===== src/gzhp_pkg.sv =====
// ----------------------------------------------------------------------------
// gzhp_pkg: shared types and constants for the gzip header parser
// Holds the phase encoding, status codes, flag bits and the item structs
// that travel between the input stage, the parser and the output stage.
// ----------------------------------------------------------------------------
package gzhp_pkg;

    // Magic and method bytes of a gzip member header
    localparam logic [7:0] MAGIC0_BYTE = 8'h1f;
    localparam logic [7:0] MAGIC1_BYTE = 8'h8b;
    localparam logic [7:0] METHOD_DEFLATE = 8'd8;

    // Byte counts loaded into the down counter
    localparam logic [15:0] MTIME_BYTES = 16'd4;
    localparam logic [15:0] HCRC_BYTES = 16'd2;

    // Flag bit positions in the FLG byte
    localparam int FL_FHCRC_BIT = 1;
    localparam int FL_FEXTRA_BIT = 2;
    localparam int FL_FNAME_BIT = 3;
    localparam int FL_FCOMMENT_BIT = 4;

    // Header parsing phase
    typedef enum logic [3:0] {
        PH_MAGIC0 = 4'd0,
        PH_MAGIC1 = 4'd1,
        PH_METHOD = 4'd2,
        PH_FLAGS = 4'd3,
        PH_MTIME = 4'd4,
        PH_XFL = 4'd5,
        PH_OS = 4'd6,
        PH_XLEN_LO = 4'd7,
        PH_XLEN_HI = 4'd8,
        PH_EXTRA = 4'd9,
        PH_STRINGS = 4'd10,
        PH_HCRC = 4'd11,
        PH_DATA = 4'd12
    } phase_t;

    // Latched status
    typedef enum logic [1:0] {
        ST_OK = 2'd0,
        ST_BAD_MAGIC = 2'd1,
        ST_BAD_METHOD = 2'd2,
        ST_TRUNCATED = 2'd3
    } status_t;

    // One input item
    typedef struct packed {
        logic [7:0] data_byte;
        logic end_mark;
    } in_item_t;

    // One result item
    typedef struct packed {
        logic payload_valid;
        logic [7:0] payload_byte;
        logic header_done;
        logic [1:0] status;
        logic [7:0] header_flags;
        logic [31:0] mod_time;
        logic [7:0] os_code;
    } result_t;

endpackage


===== src/gzhp_in_stage.sv =====
// ----------------------------------------------------------------------------
// gzhp_in_stage: input register
// Captures one stream item per cycle while it is empty or its item is taken,
// and holds each item until the parser takes it.
module gzhp_in_stage (
    input  logic               clk,
    input  logic               rst_n,
    input  logic               in_valid,
    output logic               in_ready,
    input  gzhp_pkg::in_item_t in_item,
    output logic               item_valid,
    input  logic               item_take,
    output gzhp_pkg::in_item_t item
);
    import gzhp_pkg::*;

    logic     valid_reg;
    logic     valid_next;
    in_item_t item_reg;

    // Accept when empty or when the held item leaves this cycle
    assign in_ready = !valid_reg || item_take;

    always_comb
    begin
        valid_next = valid_reg;
        if (in_ready)
        begin
            valid_next = in_valid;
        end
        else if (item_take)
        begin
            valid_next = 1'b0;
        end
    end

    always_ff @(posedge clk or negedge rst_n)
    begin
        if (!rst_n)
        begin
            valid_reg <= 1'b0;
        end
        else
        begin
            valid_reg <= valid_next;
        end
    end

    // Hold payload until replaced
    always_ff @(posedge clk)
    begin
        if (in_ready && in_valid)
        begin
            item_reg <= in_item;
        end
    end

    assign item_valid = valid_reg;
    assign item = item_reg;

endmodule


===== src/gzhp_parse.sv =====
// ----------------------------------------------------------------------------
// gzhp_parse: header state machine
// Updates the phase, counters and captured header fields for one byte and
// forms the result item from the updated state.
// ----------------------------------------------------------------------------
module gzhp_parse (
    input  logic               clk,
    input  logic               rst_n,
    input  logic               step,
    input  gzhp_pkg::in_item_t item,
    output gzhp_pkg::result_t  result
);
    import gzhp_pkg::*;

    phase_t      phase_reg;
    phase_t      phase_next;
    logic [15:0] remaining_reg;
    logic [15:0] remaining_next;
    logic [7:0]  flag_reg;
    logic [7:0]  flag_next;
    logic [31:0] time_reg;
    logic [31:0] time_next;
    logic [7:0]  os_reg;
    logic [7:0]  os_next;
    logic [1:0]  strings_reg;
    logic [1:0]  strings_next;
    status_t     error_reg;
    status_t     error_next;

    logic [1:0]  str_count;
    phase_t      crc_phase;
    phase_t      after_extra_phase;
    logic [15:0] remaining_dec;
    logic [15:0] xlen_full;
    logic [1:0]  strings_dec;
    logic        pv;
    logic [7:0]  pb;

    // Phase choices after the extra field and after the strings
    always_comb
    begin
        str_count = {1'b0, flag_reg[FL_FNAME_BIT]} + {1'b0, flag_reg[FL_FCOMMENT_BIT]};
        crc_phase = flag_reg[FL_FHCRC_BIT] ? PH_HCRC : PH_DATA;
        after_extra_phase = (str_count != 2'd0) ? PH_STRINGS : crc_phase;
        remaining_dec = remaining_reg - 16'd1;
        xlen_full = {item.data_byte, remaining_reg[7:0]};
        strings_dec = strings_reg - 2'd1;
    end

    // Next state for one accepted byte or end mark
    always_comb
    begin
        phase_next = phase_reg;
        remaining_next = remaining_reg;
        flag_next = flag_reg;
        time_next = time_reg;
        os_next = os_reg;
        strings_next = strings_reg;
        error_next = error_reg;
        pv = 1'b0;
        pb = 8'd0;
        if (step && error_reg == ST_OK)
        begin
            if (item.end_mark)
            begin
                if (phase_reg < PH_DATA)
                begin
                    error_next = ST_TRUNCATED;
                end
            end
            else
            begin
                case (phase_reg)
                    PH_MAGIC0:
                    begin
                        if (item.data_byte == MAGIC0_BYTE)
                            phase_next = PH_MAGIC1;
                        else
                            error_next = ST_BAD_MAGIC;
                    end
                    PH_MAGIC1:
                    begin
                        if (item.data_byte == MAGIC1_BYTE)
                            phase_next = PH_METHOD;
                        else
                            error_next = ST_BAD_MAGIC;
                    end
                    PH_METHOD:
                    begin
                        if (item.data_byte == METHOD_DEFLATE)
                            phase_next = PH_FLAGS;
                        else
                            error_next = ST_BAD_METHOD;
                    end
                    PH_FLAGS:
                    begin
                        flag_next = item.data_byte;
                        remaining_next = MTIME_BYTES;
                        phase_next = PH_MTIME;
                    end
                    PH_MTIME:
                    begin
                        time_next = {item.data_byte, time_reg[31:8]};
                        remaining_next = remaining_dec;
                        if (remaining_dec == 16'd0)
                            phase_next = PH_XFL;
                    end
                    PH_XFL:
                    begin
                        phase_next = PH_OS;
                    end
                    PH_OS:
                    begin
                        os_next = item.data_byte;
                        if (flag_reg[FL_FEXTRA_BIT])
                        begin
                            phase_next = PH_XLEN_LO;
                        end
                        else
                        begin
                            strings_next = str_count;
                            phase_next = after_extra_phase;
                            if (after_extra_phase == PH_HCRC)
                                remaining_next = HCRC_BYTES;
                        end
                    end
                    PH_XLEN_LO:
                    begin
                        remaining_next = {8'd0, item.data_byte};
                        phase_next = PH_XLEN_HI;
                    end
                    PH_XLEN_HI:
                    begin
                        remaining_next = xlen_full;
                        if (xlen_full != 16'd0)
                        begin
                            phase_next = PH_EXTRA;
                        end
                        else
                        begin
                            strings_next = str_count;
                            phase_next = after_extra_phase;
                            if (after_extra_phase == PH_HCRC)
                                remaining_next = HCRC_BYTES;
                        end
                    end
                    PH_EXTRA:
                    begin
                        remaining_next = remaining_dec;
                        if (remaining_dec == 16'd0)
                        begin
                            strings_next = str_count;
                            phase_next = after_extra_phase;
                            if (after_extra_phase == PH_HCRC)
                                remaining_next = HCRC_BYTES;
                        end
                    end
                    PH_STRINGS:
                    begin
                        if (item.data_byte == 8'd0)
                        begin
                            strings_next = strings_dec;
                            if (strings_dec == 2'd0)
                            begin
                                phase_next = crc_phase;
                                if (crc_phase == PH_HCRC)
                                    remaining_next = HCRC_BYTES;
                            end
                        end
                    end
                    PH_HCRC:
                    begin
                        remaining_next = remaining_dec;
                        if (remaining_dec == 16'd0)
                            phase_next = PH_DATA;
                    end
                    default:
                    begin
                        pv = 1'b1;
                        pb = item.data_byte;
                    end
                endcase
            end
        end
    end

    // State registers
    always_ff @(posedge clk or negedge rst_n)
    begin
        if (!rst_n)
        begin
            phase_reg <= PH_MAGIC0;
            remaining_reg <= 16'd0;
            flag_reg <= 8'd0;
            time_reg <= 32'd0;
            os_reg <= 8'd0;
            strings_reg <= 2'd0;
            error_reg <= ST_OK;
        end
        else
        begin
            phase_reg <= phase_next;
            remaining_reg <= remaining_next;
            flag_reg <= flag_next;
            time_reg <= time_next;
            os_reg <= os_next;
            strings_reg <= strings_next;
            error_reg <= error_next;
        end
    end

    // Result from the updated state
    always_comb
    begin
        result.payload_valid = pv;
        result.payload_byte = pb;
        result.header_done = (error_next == ST_OK) && (phase_next >= PH_DATA);
        result.status = error_next;
        result.header_flags = flag_next;
        result.mod_time = time_next;
        result.os_code = os_next;
    end

endmodule


===== src/gzhp_out_stage.sv =====
// ----------------------------------------------------------------------------
// gzhp_out_stage: result register
// Holds one result item until the downstream side takes it.
// ----------------------------------------------------------------------------
module gzhp_out_stage (
    input  logic              clk,
    input  logic              rst_n,
    input  logic              load,
    input  gzhp_pkg::result_t result_in,
    output logic              load_ready,
    output logic              out_valid,
    input  logic              out_ready,
    output gzhp_pkg::result_t result_out
);
    import gzhp_pkg::*;

    logic    valid_reg;
    logic    valid_next;
    result_t result_reg;

    // Take a new result when empty or when the held one leaves
    assign load_ready = !valid_reg || out_ready;

    always_comb
    begin
        valid_next = valid_reg;
        if (load)
        begin
            valid_next = 1'b1;
        end
        else if (out_ready)
        begin
            valid_next = 1'b0;
        end
    end

    always_ff @(posedge clk or negedge rst_n)
    begin
        if (!rst_n)
        begin
            valid_reg <= 1'b0;
        end
        else
        begin
            valid_reg <= valid_next;
        end
    end

    // Hold payload until replaced
    always_ff @(posedge clk)
    begin
        if (load)
        begin
            result_reg <= result_in;
        end
    end

    assign out_valid = valid_reg;
    assign result_out = result_reg;

endmodule


===== src/gzip_header_parser.sv =====
// Path: a byte accepted into the input register is parsed on its way into
// the result register, from where its result item can be taken downstream.
// Throughput: one byte per cycle while downstream keeps taking results; the
// phase update for a byte is combinational between the two registers.
// Reset (rst_n low, asynchronous): both registers empty, phase back to the
// first magic byte, counters, captured fields and status cleared.
// ----------------------------------------------------------------------------
// gzip_header_parser: gzip member header stripper
// Checks magic and method, captures flags, modification time and OS byte,
// skips optional header parts and passes the bytes after the header through.
// ----------------------------------------------------------------------------
module gzip_header_parser (
    input  logic        clk,
    input  logic        rst_n,
    input  logic        s_axis_tvalid,
    output logic        s_axis_tready,
    input  logic [7:0]  s_axis_tdata,  // [7:0] data_byte
    input  logic        s_axis_tlast,  // end_mark
    output logic        m_axis_tvalid,
    input  logic        m_axis_tready,
    output logic [63:0] m_axis_tdata,  // [7:0] payload_byte, [8] header_done,
                                       // [10:9] status, [18:11] header_flags,
                                       // [50:19] mod_time, [58:51] os_code,
                                       // [63:59] zero
    output logic        m_axis_tuser   // payload_valid
);
    import gzhp_pkg::*;

    in_item_t in_item;
    in_item_t item;
    logic     item_valid;
    logic     load_ready;
    logic     step;
    result_t  result_in;
    result_t  result_out;

    assign in_item.data_byte = s_axis_tdata;
    assign in_item.end_mark = s_axis_tlast;

    // Move a byte from the input register into the result register
    assign step = item_valid && load_ready;

    gzhp_in_stage u_in_stage (
        .clk        (clk),
        .rst_n      (rst_n),
        .in_valid   (s_axis_tvalid),
        .in_ready   (s_axis_tready),
        .in_item    (in_item),
        .item_valid (item_valid),
        .item_take  (step),
        .item       (item)
    );

    gzhp_parse u_parse (
        .clk    (clk),
        .rst_n  (rst_n),
        .step   (step),
        .item   (item),
        .result (result_in)
    );

    gzhp_out_stage u_out_stage (
        .clk        (clk),
        .rst_n      (rst_n),
        .load       (step),
        .result_in  (result_in),
        .load_ready (load_ready),
        .out_valid  (m_axis_tvalid),
        .out_ready  (m_axis_tready),
        .result_out (result_out)
    );

    // Pack the result item
    assign m_axis_tdata = {5'd0, result_out.os_code, result_out.mod_time,
                           result_out.header_flags, result_out.status,
                           result_out.header_done, result_out.payload_byte};
    assign m_axis_tuser = result_out.payload_valid;

endmodule


===== config.mk =====
export PLATFORM = sky130hd
export DESIGN_NAME = gzip_header_parser
export DESIGN_NICKNAME = d
export VERILOG_FILES = /design/src/gzhp_pkg.sv /design/src/gzhp_in_stage.sv /design/src/gzhp_parse.sv /design/src/gzhp_out_stage.sv /design/src/gzip_header_parser.sv
export SDC_FILE = /design/constraint.sdc
export NUM_CORES = 1
export LEC_CHECK = 0
export ABC_AREA = 1
export BUFFER_PORTS_ARGS = -buffer_cell sky130_fd_sc_hd__buf_2
export CAP_MARGIN = 20
export CORE_MARGIN = 3
export CORE_UTILIZATION = 48
export CTS_CLUSTER_SIZE = 28
export DETAILED_ROUTE_END_ITERATION = 10
export PLACE_DENSITY_LB_ADDON = 0.12
export SYNTH_ARGS = -nofsm -noshare
export SYNTH_HDL_FRONTEND = slang
export SYNTH_SLANG_ARGS = --single-unit

===== constraint.sdc =====
create_clock -name clk -period 3.4 [get_ports clk]
set_clock_uncertainty 0.1 [all_clocks]
set_input_delay 0.17 -clock clk [delete_from_list [all_inputs] [get_ports clk]]
set_output_delay 0.17 -clock clk [all_outputs]
set_load 0.1 [all_outputs]

==> run summary <==
Num ports: 80
Largest register FFs: 60
Reg2reg path depth: 13
WP data required: 3.60 ns
Post-cts sizing count: 0
Post-synthesis cell type count: 42
WHS: 0.0902 ns
GPL Wtd Cong: 0.905
Post-synth ARST share: 51.7%
Worst setup EP type: register
Fin. Hold Viols: 0
Port bufs: 74
Crit Reg-Reg Startpoint: u_parse.remaining_reg[0]
Via/cell ratio: 5.23
Synthesized cell area: 6490 sq um
VDD IR-drop max: 0.000436 V
Worst-path clk slew: 0.06 ns
Starting Density: 50.2%
Final nets: 786
Final TNS setup: 0 ns
Post-synthesis sequential area ratio: 60.5%
Chip width: 122 microns
Worst hold path type: input pin to async pin
Ant diodes: 0
Startpoint Class: register
Vias in the first global route: 4930
Grt ovf: 0
Die extent in y: 122 microns
DRC viols: 0
Crit path kind: register to register
Drt wl/cell: 15.7 microns
Synth area leaders: edfxtp_1, dfrtp_1, nand2_1, o21ai_0, nor2_1
Num rows: 41
Sink Count: 143
Post-synth top area share: 31.9%
Area leader, netlist: edfxtp_1
Max Buffers Root-to-Sink: 2
Layout cell share with drive strength beyond 1: 21.3%
Clock latency on the worst-skew pair: 0.42 ns
Post-Syn Area per Cell: 9.68 sq um
GR Util All Layers: 21.6%
DRT antenna net count: 0
Status: finished clean
Flops & latches, synth: 143
Largest net degree at the start of global routing: 75
Final wirelength: 14900 microns
Worst R2R End: u_parse.strings_reg[0]
CTS buffer count: 17
Drt first pass iters: 7
EDFF count, synth: 69
Worst-Margin Slew: 0.895 ns
Yosys warning count: 0
Pwr dens: 758 nW/um^2
Post-CTS Setup Inserts: 0
Slew Viols, Final: 0
# setup viols final: 0
Relative slew slack: 40.1%
Clk root buf: clkbuf_16
Total power: 5.90 mW
Area Growth Syn to Fin: 19.9%
Most used flip-flop cell after synthesis: dfrtp_1
Post-Route Utilization: 60.2%
Leakage: 3.48 nW
WP data arrival: 2.76 ns
MaxCap Viol Count: 0
Fmax: 390 MHz
Fraction of the cycle the final worst path needs: 75.4%
Worst Path Max Fanout: 6
Core Region: 12900 sq um
CTS Hold Bufs: 13
CP startpoint: u_parse.remaining_reg[0]
Total vias in the final route: 4982
Synthesized instance count: 670
Detailed Route Iter0 Violations: 466
First-pass GRT wire length: 24600 microns
H-tree Lvls: 4
Worst R2R Setup Slack: 0.84 ns
RSZ-0062 raised after global routing: no
Die area: 14900 sq um
Fin crit period: 2.56 ns
Antenna violations before repair: 0
CTS tree: built
DPL Wire Length: 10300 microns
[worst max-delay path: stages, from the launching register on]
cell,delay [ns]
dfrtp_1,0.42
inv_1,0.23
ha_1,0.33
nand3_1,0.17
nor2_1,0.22
nand3_1,0.11
nand2_1,0.11
nand2_1,0.07
nor2_1,0.13
nand3_1,0.11
nand2_1,0.13
nand4_2,0.14
nand2_1,0.09
o21ai_1,0.06
[layout by cell type, fill, tap and decap left out, types with 9 or more instances in the layout]
cell type	netlist	final
dfrtp_1	74	74
buf_2	4	73
inv_2	9	10
edfxtp_1	69	69
o21ai_1	11	11
nand2_2	9	10
inv_1	64	63
a21oi_1	23	23
nand3_1	33	33
nand2_1	151	150
o21ai_0	59	59
nor2_1	75	75
clkbuf_16	0	17
nor2_2	9	9
dlygate4sd3_1	0	13
[metrics by stage]
stage,cell area [sq um],setup WS (ns),instances
4_1_cts,7750,0.813,952
5_1_grt,7780,0.570,953
3_3_place_gp,7030,0.863,907
3_5_place_dp,7030,0.839,907
6_report,7780,0.838,953
2_1_floorplan,6500,0.636,674
[where the power goes]
| part | total, mW | internal (mW) | switching (mW) | leakage [nW] |
|---|---|---|---|---|
| Sequential | 2.19 | 2.02 | 0.168 | 1.60 |
| Combinational | 1.83 | 0.426 | 1.41 | 1.58 |
| Clock | 1.87 | 1.16 | 0.715 | 0.295 |
[logic make-up (layout without fill, tap and decap cells)]
kind of cell | Yosys count | after routing | share of synthesized area (%)
buf+inv | 94 | 201 | 6.04
mux | 9 | 9 | 1.54
xor+xnor | 2 | 2 | 0.386
flops | 143 | 143 | 60.5
fa+ha+maj | 5 | 5 | 0.964
simple gates | 305 | 305 | 21.2
compound gates | 111 | 111 | 9.37
other cells | 1 | 5 | 0.0578
[layer usage]
metal	wire (microns)	track usage, %	vias up
li1	-	-	2410
met1	6790	29.5	2357
met2	6790	32.7	178
met3	902	6.18	37
met4	437	8.68	0
met5	0	0	-
[worst max path at each step]
stage	to	slack, ns	cells past startpoint
floorplan	u_in_stage.item[0]	0.64	3
global placement	u_out_stage.result_out[38]	0.86	7
detailed placement	u_out_stage.result_out[38]	0.84	9
CTS	u_out_stage.result_out[38]	0.81	9
global route	u_out_stage.result_out[38]	0.57	9
finish	u_parse.strings_reg[0]	0.84	13
[final cells by class]
class / count / area [sq um]
multi-input cells: 437 / 2190
well taps: 172 / 215
flip-flops and latches: 143 / 3920
repair buffers: 93 / 568
clock inverters: 13 / 163
clock buffers: 19 / 433
fillers: 1120 / 5140
inverters: 76 / 289
[cell usage after synthesis, types with 4 or more instances]
master	n
nand2_1	151
buf_4	6
o21ai_0	59
inv_2	9
ha_1	5
edfxtp_1	69
nand4_1	4
clkbuf_1	7
inv_1	64
a21oi_1	23
nand3_1	33
nor2_1	75
dfrtp_1	74
mux2_2	8
nand2_2	9
nor3_1	8
nor2_2	9
o21ai_1	11
nor2_4	8
o22ai_1	8
buf_2	4
No activity file was read; power rests on OpenSTA's default activity.
